### src/rtl/fapd_pkg.sv
`timescale 1ns / 1ps

package fapd_pkg;

    // Header bytes of a frame.
    localparam logic [7:0] HDR_FIRST  = 8'h50;  // 'P'
    localparam logic [7:0] HDR_SECOND = 8'h52;  // 'R'

    // Words at or above this base carry a negative magnitude.
    localparam int unsigned NEG_BASE = 10000;

    // Payload bytes that are kept: pitch low/high, roll low/high.
    localparam int unsigned ANGLE_BYTES = 4;

    // Depth of the frame queue between front and back.
    localparam int unsigned QDEPTH = 2;

    localparam int unsigned ANGLE_W = 17;

    typedef logic [ANGLE_BYTES-1:0][7:0] frame_t;

    typedef logic signed [ANGLE_W-1:0] angle_t;

    typedef struct packed {
        logic full;
        logic empty;
    } q_status_t;

    // Little-endian word; words of NEG_BASE and above mean -(w - NEG_BASE).
    function automatic angle_t decode_word(logic [7:0] lo, logic [7:0] hi);
        logic [15:0]        w;
        logic [ANGLE_W-1:0] v;
        begin
            w = {hi, lo};
            if (w >= 16'(NEG_BASE))
            begin
                v = ANGLE_W'(NEG_BASE) - {1'b0, w};
            end
            else
            begin
                v = {1'b0, w};
            end
            return angle_t'(v);
        end
    endfunction

endpackage

### src/rtl/fapd_front.sv
`timescale 1ns / 1ps

module fapd_front #(
    parameter int unsigned FRAME_BYTES = 4
) (
    input  logic                clk,
    input  logic                rst_n,
    input  logic                in_valid,
    input  logic [7:0]          rx_byte,
    input  fapd_pkg::q_status_t q_status,
    output logic                in_stall,
    output logic                push_valid,
    output fapd_pkg::frame_t    push_frame
);

    localparam int unsigned CNT_W = $clog2(FRAME_BYTES + 1);
    localparam int unsigned IDX_W = $clog2(fapd_pkg::ANGLE_BYTES);

    typedef enum logic [1:0] {
        HUNT,
        GOT_P,
        PAYLOAD
    } phase_t;

    phase_t           phase_reg;
    phase_t           phase_next;
    logic [CNT_W-1:0] count_reg;
    logic [CNT_W-1:0] count_next;
    fapd_pkg::frame_t bytes_reg;
    fapd_pkg::frame_t bytes_next;
    logic             accept;
    logic             store;
    logic             last;

    assign in_stall = q_status.full;
    assign accept   = in_valid && !in_stall;
    assign last     = (count_reg == CNT_W'(FRAME_BYTES - 1));
    assign store    = accept && (phase_reg == PAYLOAD) && (rx_byte != fapd_pkg::HDR_FIRST);

    always_comb
    begin
        bytes_next = bytes_reg;
        if (count_reg < CNT_W'(fapd_pkg::ANGLE_BYTES))
        begin
            bytes_next[count_reg[IDX_W-1:0]] = rx_byte;
        end
    end

    always_comb
    begin
        phase_next = phase_reg;
        count_next = count_reg;
        if (accept)
        begin
            if (rx_byte == fapd_pkg::HDR_FIRST)
            begin
                // restart the header, keep the count
                phase_next = GOT_P;
            end
            else
            begin
                unique case (phase_reg)
                    GOT_P:
                    begin
                        if (rx_byte == fapd_pkg::HDR_SECOND)
                        begin
                            phase_next = PAYLOAD;
                        end
                        else
                        begin
                            phase_next = HUNT;
                            count_next = '0;
                        end
                    end
                    PAYLOAD:
                    begin
                        if (last)
                        begin
                            phase_next = HUNT;
                            count_next = '0;
                        end
                        else
                        begin
                            count_next = count_reg + CNT_W'(1);
                        end
                    end
                    default:
                    begin
                        phase_next = HUNT;
                        count_next = '0;
                    end
                endcase
            end
        end
    end

    always_ff @(posedge clk or negedge rst_n)
    begin
        if (!rst_n)
        begin
            phase_reg <= HUNT;
            count_reg <= '0;
        end
        else
        begin
            phase_reg <= phase_next;
            count_reg <= count_next;
        end
    end

    always_ff @(posedge clk)
    begin
        if (store)
        begin
            bytes_reg <= bytes_next;
        end
    end

    assign push_valid = store && last;
    assign push_frame = bytes_next;

endmodule

### src/rtl/fapd_queue.sv
`timescale 1ns / 1ps

module fapd_queue (
    input  logic                clk,
    input  logic                rst_n,
    input  logic                push_valid,
    input  fapd_pkg::frame_t    push_frame,
    input  logic                pop,
    output fapd_pkg::frame_t    pop_frame,
    output fapd_pkg::q_status_t q_status
);

    localparam int unsigned PTR_W = (fapd_pkg::QDEPTH > 1) ? $clog2(fapd_pkg::QDEPTH) : 1;
    localparam int unsigned CNT_W = $clog2(fapd_pkg::QDEPTH + 1);

    fapd_pkg::frame_t slots_reg [fapd_pkg::QDEPTH];
    logic [PTR_W-1:0] wr_ptr_reg;
    logic [PTR_W-1:0] rd_ptr_reg;
    logic [CNT_W-1:0] fill_reg;
    logic             do_push;
    logic             do_pop;

    function automatic logic [PTR_W-1:0] ptr_inc(logic [PTR_W-1:0] p);
        begin
            if (p == PTR_W'(fapd_pkg::QDEPTH - 1))
            begin
                return '0;
            end
            return p + PTR_W'(1);
        end
    endfunction

    assign q_status.full  = (fill_reg == CNT_W'(fapd_pkg::QDEPTH));
    assign q_status.empty = (fill_reg == '0);
    assign do_push        = push_valid && !q_status.full;
    assign do_pop         = pop && !q_status.empty;
    assign pop_frame      = slots_reg[rd_ptr_reg];

    always_ff @(posedge clk or negedge rst_n)
    begin
        if (!rst_n)
        begin
            wr_ptr_reg <= '0;
            rd_ptr_reg <= '0;
            fill_reg   <= '0;
        end
        else
        begin
            if (do_push)
            begin
                wr_ptr_reg <= ptr_inc(wr_ptr_reg);
            end
            if (do_pop)
            begin
                rd_ptr_reg <= ptr_inc(rd_ptr_reg);
            end
            if (do_push && !do_pop)
            begin
                fill_reg <= fill_reg + CNT_W'(1);
            end
            else if (do_pop && !do_push)
            begin
                fill_reg <= fill_reg - CNT_W'(1);
            end
        end
    end

    always_ff @(posedge clk)
    begin
        if (do_push)
        begin
            slots_reg[wr_ptr_reg] <= push_frame;
        end
    end

endmodule

### src/rtl/fapd_back.sv
`timescale 1ns / 1ps

module fapd_back (
    input  logic                clk,
    input  logic                rst_n,
    input  fapd_pkg::q_status_t q_status,
    input  fapd_pkg::frame_t    pop_frame,
    output logic                pop,
    input  logic                out_stall,
    output logic                out_valid,
    output fapd_pkg::angle_t    pitch_tenths,
    output fapd_pkg::angle_t    roll_tenths
);

    logic             valid_reg;
    fapd_pkg::angle_t pitch_reg;
    fapd_pkg::angle_t roll_reg;

    // advance when the output register is empty or being taken
    assign pop = !q_status.empty && (!valid_reg || !out_stall);

    always_ff @(posedge clk or negedge rst_n)
    begin
        if (!rst_n)
        begin
            valid_reg <= 1'b0;
        end
        else if (pop)
        begin
            valid_reg <= 1'b1;
        end
        else if (!out_stall)
        begin
            valid_reg <= 1'b0;
        end
    end

    always_ff @(posedge clk)
    begin
        if (pop)
        begin
            pitch_reg <= fapd_pkg::decode_word(pop_frame[0], pop_frame[1]);
            roll_reg  <= fapd_pkg::decode_word(pop_frame[2], pop_frame[3]);
        end
    end

    assign out_valid    = valid_reg;
    assign pitch_tenths = pitch_reg;
    assign roll_tenths  = roll_reg;

endmodule

### src/rtl/framed_angle_packet_decoder_core.sv
`timescale 1ns / 1ps

// Framed angle packet decoder.
// Input channel: one received serial byte per word (rx_byte, in_valid/in_stall).
// The front hunts for the header 'P','R'; any 'P' restarts the header and any
// other unexpected byte drops the hunt. After the header FRAME_BYTES payload
// bytes are counted and the first four kept.
// Output channel: one word per completed frame (pitch_tenths, roll_tenths,
// out_valid/out_stall), each a signed 17-bit angle in tenths of a degree.
// Throughput: one byte per cycle while in_stall is low, set by the
// combinational header check in the front; a frame needs at least
// FRAME_BYTES + 2 bytes.
// Path: the frame enters the queue at the edge that accepted the last payload
// byte and is decoded into the output register of the back when the back pops
// it from the queue; out_valid rises with that register.
// Stall: a two-entry frame queue parts front and back. When the receiver
// stalls, the result holds in the output register, further frames pile into
// the queue, and in_stall rises only once the queue is full.
// Reset: rst_n clears the hunt, the payload count, the queue and out_valid;
// in_stall is low after reset, so the block can accept bytes at once.

module framed_angle_packet_decoder_core #(
    parameter int unsigned FRAME_BYTES = 4
) (
    input  logic                    clk,
    input  logic                    rst_n,
    input  logic                    in_valid,
    output logic                    in_stall,
    input  logic [7:0]              rx_byte,
    output logic                    out_valid,
    input  logic                    out_stall,
    output logic signed [16:0]      pitch_tenths,
    output logic signed [16:0]      roll_tenths
);

    fapd_pkg::q_status_t q_status;
    logic                push_valid;
    fapd_pkg::frame_t    push_frame;
    fapd_pkg::frame_t    pop_frame;
    logic                pop;
    fapd_pkg::angle_t    pitch_w;
    fapd_pkg::angle_t    roll_w;

    // front: header hunt and payload store, pushes one frame per completion
    fapd_front #(
        .FRAME_BYTES (FRAME_BYTES)
    ) u_front (
        .clk        (clk),
        .rst_n      (rst_n),
        .in_valid   (in_valid),
        .rx_byte    (rx_byte),
        .q_status   (q_status),
        .in_stall   (in_stall),
        .push_valid (push_valid),
        .push_frame (push_frame)
    );

    // short frame queue between front and back
    fapd_queue u_queue (
        .clk        (clk),
        .rst_n      (rst_n),
        .push_valid (push_valid),
        .push_frame (push_frame),
        .pop        (pop),
        .pop_frame  (pop_frame),
        .q_status   (q_status)
    );

    // back: decode both words into the registered output
    fapd_back u_back (
        .clk          (clk),
        .rst_n        (rst_n),
        .q_status     (q_status),
        .pop_frame    (pop_frame),
        .pop          (pop),
        .out_stall    (out_stall),
        .out_valid    (out_valid),
        .pitch_tenths (pitch_w),
        .roll_tenths  (roll_w)
    );

    assign pitch_tenths = pitch_w;
    assign roll_tenths  = roll_w;

endmodule
### config.mk
export PLATFORM = sky130hd
export DESIGN_NAME = framed_angle_packet_decoder_core
export DESIGN_NICKNAME = d
export VERILOG_FILES = /design/src/rtl/fapd_pkg.sv /design/src/rtl/fapd_front.sv /design/src/rtl/fapd_queue.sv /design/src/rtl/fapd_back.sv /design/src/rtl/framed_angle_packet_decoder_core.sv
export SDC_FILE = /design/constraint.sdc
export NUM_CORES = 1
export LEC_CHECK = 0
export BUFFER_PORTS_ARGS = -buffer_cell sky130_fd_sc_hd__clkbuf_2
export CORE_ASPECT_RATIO = 0.75
export CORE_MARGIN = 5
export CORE_UTILIZATION = 60
export CTS_CLUSTER_SIZE = 30
export DETAILED_ROUTE_END_ITERATION = 10
export HOLD_SLACK_MARGIN = 0.12
export PLACE_DENSITY = 0.79
export SYNTH_ARGS = -nofsm -noshare
export SYNTH_HDL_FRONTEND = slang
export SYNTH_SLANG_ARGS = --single-unit
export TNS_END_PERCENT = 100
### constraint.sdc
create_clock -name clk -period 6.3 [get_ports clk]
set_clock_uncertainty 0.2 [all_clocks]
set_input_delay 1.575 -clock clk [delete_from_list [all_inputs] [get_ports clk]]
set_output_delay 1.575 -clock clk [all_outputs]
set_load 0.005 [all_outputs]
==> results of run 1 <==
## stage by stage
stage / util, % / worst slack [ps] / power (uW) / instance area, um^2
after detailed placement: 63.8 / 2230 / 2670 / 6900
after global placement: 63.8 / 2310 / 2630 / 6900
final: 69.8 / 2640 / 3750 / 7550
after global routing: 69.8 / 2550 / 3940 / 7550
after CTS: 69.8 / 2640 / 3770 / 7550
after floorplan: - / 578 / 2330 / 6550
## kinds of logic (layout without fill, tap and decap cells)
| group | count (synthesis) | in the layout | share of synthesized area, % |
|---|---|---|---|
| AOI/OAI and AO/OA | 79 | 79 | 9.21 |
| xor gates and xnor gates | 27 | 27 | 3.61 |
| adders and majority gates | 7 | 7 | 1.34 |
| and+or+nand+nor | 99 | 99 | 8.71 |
| DFF | 140 | 140 | 63.4 |
| muxes | 69 | 69 | 11.3 |
| buffers and inverters | 31 | 96 | 2.43 |
## area by class of cell
type,count,area share (%)
tap,140,2.32
inverter,12,0.597
clock buffer,23,6.59
timing repair buffer,52,3.61
clock inverter,9,2.07
sequential,140,55.0
multi-input combinational,281,29.8
## routing by layer
layer	track usage, %	wire, um
met1	32.7	6260
met2	30.0	5800
met3	5.83	1030
met4	7.04	195
met5	0	0
## synth_stat cells, types with 4 or more instances
library cell | instances | area [um^2]
mux2i_1 | 32 | 320
xnor2_1 | 19 | 166
o21ai_0 | 17 | 85.1
ha_1 | 7 | 87.6
buf_2 | 7 | 35.0
nor2_1 | 19 | 71.3
clkbuf_1 | 4 | 15.0
nand2_1 | 18 | 67.6
mux2_2 | 37 | 417
edfxtp_1 | 130 | 3900
or2_2 | 4 | 25.0
a211oi_1 | 13 | 97.6
a21oi_1 | 12 | 60.1
nor4b_1 | 4 | 35.0
dfrtp_1 | 10 | 250
nand2b_1 | 5 | 31.3
nor3_1 | 10 | 50.1
and2_1 | 7 | 43.8
nor4_1 | 5 | 31.3
inv_1 | 12 | 45.0
xor2_1 | 8 | 70.1
## layout by cell type (no fill, tap or decap), types with 3 or more instances in the layout
cell type   instances
nor3_1              9
nor2_1             19
nor4_1              5
nor4b_1             4
or2_2               4
bufinv_16           4
a21oi_1            12
mux2i_1            32
ha_1                7
inv_1              12
o31ai_1             3
nand2b_1            5
clkbuf_2           47
clkinvlp_4          3
o21ai_0            17
clkbuf_16          17
edfxtp_1          130
and2_1              7
dfrtp_1             9
nor3b_1             3
nand3_1             3
nand2_1            18
a211oi_1           13
xnor2_1            19
xor2_1              8
buf_4               5
mux2_2             37
clkbuf_8            5
o32ai_1             3
## worst max path at each step
stage / from / to / slack [ps] / cells after the start
floorplan: rx_byte[6] / u_queue.slots_reg[0][0] / 580 / 5
global placement: rx_byte[6] / u_queue.slots_reg[0][26] / 2310 / 8
detailed placement: rx_byte[6] / u_queue.slots_reg[0][22] / 2230 / 8
CTS: rx_byte[6] / u_queue.slots_reg[0][19] / 2640 / 8
global route: rx_byte[6] / u_queue.slots_reg[0][24] / 2550 / 8
finish: rx_byte[6] / u_queue.slots_reg[0][24] / 2640 / 8
## tightest hold or removal path: stages, from the launching register on
cell and delay [ps]:
dfrtp_1 370, nor2_1 50, nand2_1 60
## power groups by stage
stage          Sequential (uW)  Combinational, uW  Clock [uW]
3_3_place_gp              1560               1070           0
6_report                  1550               1120        1080
5_1_grt                   1570               1220        1140
2_1_floorplan             1540                797           0
3_5_place_dp              1560               1100           0
4_1_cts                   1550               1120        1100
==> flow_metrics.tcl, run 1 <==
set metrics [dict create \
    wl_per_cell_um 20.2 \
    cts-buffers-inserted 17 \
    syn-cell-area_um2 6550 \
    fp.coreArea_um2 10800 \
    power.density_nw_per_um2 497 \
    cp_max_fo 34 \
    dp.final_hpwl_mm 9.08 \
    slowest_delay_ps 410 \
    cts_resized 0 \
    min_period_ps 3660 \
    cts_tree "yes" \
    yosysSeqAreaShare_pct 63.4 \
    clock-root-buffer "clkbuf_16" \
    hold_slack_ps 306 \
    start_util_pct 60.5 \
    syn_avg_cell_area_um2 14.5 \
    cp-start-kind "primary input" \
    r2r_cells 6 \
    port_buffers 47 \
    crit_required_ps 6160 \
    p_sw_uw 1130 \
    switching_share_pct 30.2 \
    synthCells 452 \
    tns_ps 0 \
    tightest_slew_ps 1120 \
    drv_cap 0 \
    cts_htree_levels 4 \
    largest_register_ffs 64 \
    crit_path_end_kind "flop" \
    drc 0 \
    die_w_um 131 \
    placed_cells 625 \
    cp_cell_sequence "clkbuf_2, and3b_1, and3_1, nor3_4, buf_4, and2_1, nor2b_2, buf_4" \
    dieArea_um2 13100 \
    critPathTopFamily "simple AND/OR/NAND/NOR gates" \
    seqCellArea_um2 4160 \
    die_h_um 100 \
    grt_first_pass_wirelength_mm 21.0 \
    path_class "primary input to flop" \
    grt_pass1_vias 3873 \
    syn_to_final_growth_pct 15.3 \
    rows 33 \
    status "complete, no violations" \
    cts_max_path_buffers 2 \
    cts_hold_repair.buffers 0 \
    grt_usage_pct 21.4 \
    drive_gt1_share_pct 27.3 \
    r2r_setup_slack_ps 2800 \
    clock_sinks 140 \
    final_cells 657 \
    drt-initial-drc-count 435 \
    hold_depth 2 \
    synth-main-ff-cell "edfxtp_1" \
    critical_path_arrival_ps 3520 \
    r2r_start "u_queue.rd_ptr_reg" \
    ys_async_sr_fraction_pct 7.14 \
    whs_endpoint "u_back.out_valid" \
    synth_nets 471 \
    combinationalPowerShare_pct 29.8 \
    critPathSlowestCell "buf_4" \
    synth_edf_count 130 \
    yosys_warnings 0 \
    multi_input_area_um2 2250 \
    insertion_delay_ps 410 \
    final.period_utilization_pct 58.1 \
    rsz0062_at_grt "no" \
    crit_buf_inv 3 \
    n_fill_cell 738 \
    setup_viol_count_final 0 \
    gr-total-overflow 0 \
    leakage_uw 0.00276 \
    pwr-share-seq_pct 41.3 \
    max_freq_ghz 0.273 \
    routed_wl_mm 13.3 \
    vias 4079 \
    finalHoldViolCount 0 \
    path_clk_slew_ps 60 \
    rr_endpoint "u_back.pitch_tenths[12]" \
    min_from "u_queue.fill_reg[1]" \
    dr.pass1.iters 5 \
    grt_max_degree 53 \
    synth_cell_types 65 \
    final_antenna_net_count 0 \
    gp_congestion 0.881 \
    nets 523 \
    slew_viol_final 0 \
    synth-seq-cells 140 \
    antenna_found_initial 0 \
    pwr-share-clk_pct 28.9 \
    vias_per_cell 6.21 \
    hold_class "flop to flop" \
    ios 48 \
    diodes 0 \
    intPower_uw 2620 \
    slew_headroom_pct 25.4 \
    post_cts_buffers 0 \
    worst_path_most_repeated_cell "buf_4" \
    ir_drop_uv 295 \
]
No activity file was read; power rests on OpenSTA's default activity.
==> run 2: changes to the inputs <==
ABC_AREA = 1   (was unset)
CORE_UTILIZATION = 61   (was 60)
PLACE_DENSITY = 0.8   (was 0.79)
clock period = 3.4 ns   (was 6.3 ns; I/O delays follow)
==> run 2 against run 1 <==
  * Final cell count is 46% higher
  * Global-route usage rose by 0.88 points
  * Largest cell class unchanged
  * Critical endpoint is now u_back.pitch_tenths[10]
  * Hold slack worse by 13 ps
  * Highest routed layer unchanged
==> flow_metrics.tcl, run 2 <==
set metrics [dict create \
    status "complete, no violations" \
    dp_slack_ps 521 \
    setup_viol_count_final 0 \
    synth_cell_types 33 \
    cts_tree "yes" \
    slew_viol_final 0 \
    nets 827 \
    min_period_ps 2760 \
    syn-cell-area_um2 7000 \
    clock_sinks 140 \
    dr.pass1.iters 5 \
    wl_per_cell_um 15.1 \
    crit_buf_inv 3 \
    synth_top_cell_by_area "edfxtp_1" \
    critPathTopFamily "simple AND/OR/NAND/NOR gates" \
    synthCells 752 \
    tightest_slew_ps 763 \
    drive_gt1_share_pct 15.5 \
    grt_usage_pct 22.3 \
    synth_edf_count 130 \
    port_buffers 47 \
    clock-root-buffer "clkbuf_16" \
    largest_register_ffs 64 \
    cts_hold_repair.buffers 1 \
    synth-main-ff-cell "edfxtp_1" \
    cts_max_path_buffers 2 \
    crit_path_end_kind "flop" \
    dieArea_um2 13700 \
    cts_htree_levels 4 \
    drt-initial-drc-count 493 \
    worst_path_most_repeated_cell "nand2_1" \
    grt_pass1_vias 4704 \
    die_h_um 103 \
    syn_to_final_growth_pct 13.7 \
    rsz0062_at_grt "no" \
    synth_nets 771 \
    final_cells 961 \
    mostFrequentLayoutCells "nand2_1, edfxtp_1, inv_1, nand3_1, clkbuf_2" \
    synth.most_common_cell "nand2_1" \
    cp-start-kind "flop" \
    vias 5111 \
    finalHoldViolCount 0 \
    cts-buffers-inserted 17 \
    antenna_found_initial 0 \
    power.density_nw_per_um2 747 \
    grt_first_pass_wirelength_mm 23.5 \
    die_w_um 134 \
    synthTopCellsByArea "edfxtp_1, nand2_1, inv_1, dfrtp_1, nand3_1" \
    rows 33 \
    hold_slack_ps 293 \
    post_cts_buffers 0 \
    final_antenna_net_count 0 \
    fp.coreArea_um2 11100 \
    start_util_pct 63.2 \
    ys_async_sr_fraction_pct 7.14 \
    hold_class "flop to flop" \
    yosys_warnings 0 \
    synth-seq-cells 140 \
    crit_required_ps 3370 \
    routed_wl_mm 14.5 \
    slowest_delay_ps 390 \
    netlist.area_leader.share_pct 55.8 \
    insertion_delay_ps 420 \
    dp.final_hpwl_mm 10.3 \
    final_common_cell "nand2_1" \
    path_class "flop to flop" \
    slew_headroom_pct 48.6 \
    ios 48 \
    max_freq_ghz 0.362 \
    drv_cap 0 \
    n_fill_cell 812 \
    vias_per_cell 5.32 \
    ir_drop_uv 503 \
    leakage_uw 0.00358 \
    placed_cells 928 \
    critical_path_arrival_ps 2730 \
    totalPowerFinal_uw 5950 \
    cp_max_fo 22 \
    grt_max_degree 47 \
    tns_ps 0 \
    drc 0 \
    cts_resized 0 \
    yosysSeqAreaShare_pct 59.4 \
    diodes 0 \
    syn_avg_cell_area_um2 9.31 \
    gr-total-overflow 0 \
    final.period_utilization_pct 81.2 \
    gp_congestion 0.885 \
    path_clk_slew_ps 60 \
    critPathSlowestCell "dfrtp_1" \
    synthTopCellsByCount "nand2_1, edfxtp_1, inv_1" \
    fin_ws_ps 639 \
    cp_cell_sequence "inv_2, nand2_1, o21ai_1, inv_1, ha_1, nand2_1, nor2_1, nand2_1, clkinv_1, nand4_4, nand2_2, nand2_1, nand2_1" \
]
==> run 2: layer usage <==
layer | GRT usage, % | wire, um | up-vias
met3 | 5.51 | 1120 | 29
met5 | 0 | 0 | -
met2 | 33.7 | 6320 | 190
met1 | 31.5 | 6790 | 2332
li1 | - | - | 2560
met4 | 9.49 | 306 | 0
==> run 2: logic make-up after synthesis <==
logic type      Yosys count  synth area share, %
simple gates            422                 25.8
flops                   140                 59.4
compound gates           56                 4.18
xor+xnor                 19                 2.38
fa+ha+maj                 7                 1.25
buf+inv                 108                 6.99
==> run 2: worst reg2reg max path, cell delays in order (launching register included) <==
cell and delay (ps):
dfrtp_1 390, inv_2 310, nand2_1 100, o21ai_1 230
inv_1 120, ha_1 250, nand2_1 80, nor2_1 40
nand2_1 120, clkinv_1 120, nand4_4 160, nand2_2 210
nand2_1 120, nand2_1 60
==> run 2: area by class of cell <==
cell class                      count  area (um^2)  share of cell area, %
Timing Repair Buffer               56          305                   3.84
Tap cell                          140          175                   2.20
Inverter                           89          338                   4.24
Clock inverter                     14          183                   2.29
Sequential cell                   140         4150                   52.2
Clock buffer                       18          429                   5.39
Multi-Input combinational cell    504         2380                   29.8
==> run 2: report_power, final <==
group	total (uW)	internal, uW	switching (uW)
Clock	1900	1170	734
Combinational	1770	562	1210
Sequential	2270	2210	62.6
Total	5950	3940	2010
==> run 2: final timing paths <==
| kind | startpoint | slack, ps | to | depth (start not counted) |
|---|---|---|---|---|
| setup / recovery | u_queue.rd_ptr_reg | 640 | u_back.pitch_tenths[10] | 13 |
| hold / removal | u_queue.wr_ptr_reg | 290 | u_queue.wr_ptr_reg | 2 |
| setup reg to reg | u_queue.rd_ptr_reg | 640 | u_back.pitch_tenths[10] | 13 |
| hold reg to reg | u_queue.wr_ptr_reg | 290 | u_queue.wr_ptr_reg | 2 |
| max in group asynchronous | rst_n | 2130 | u_front.count_reg[2] | 2 |
| min in group asynchronous | rst_n | 650 | u_front.phase_reg[1] | 2 |
==> run 2: per-stage QoR <==
| step | cell area [um^2] | utilization, % |
|---|---|---|
| after floorplan | 7020 | - |
| after global placement | 7340 | 66.3 |
| after detailed placement | 7340 | 66.3 |
| after CTS | 7960 | 71.9 |
| after global routing | 7960 | 71.9 |
| final | 7960 | 71.9 |
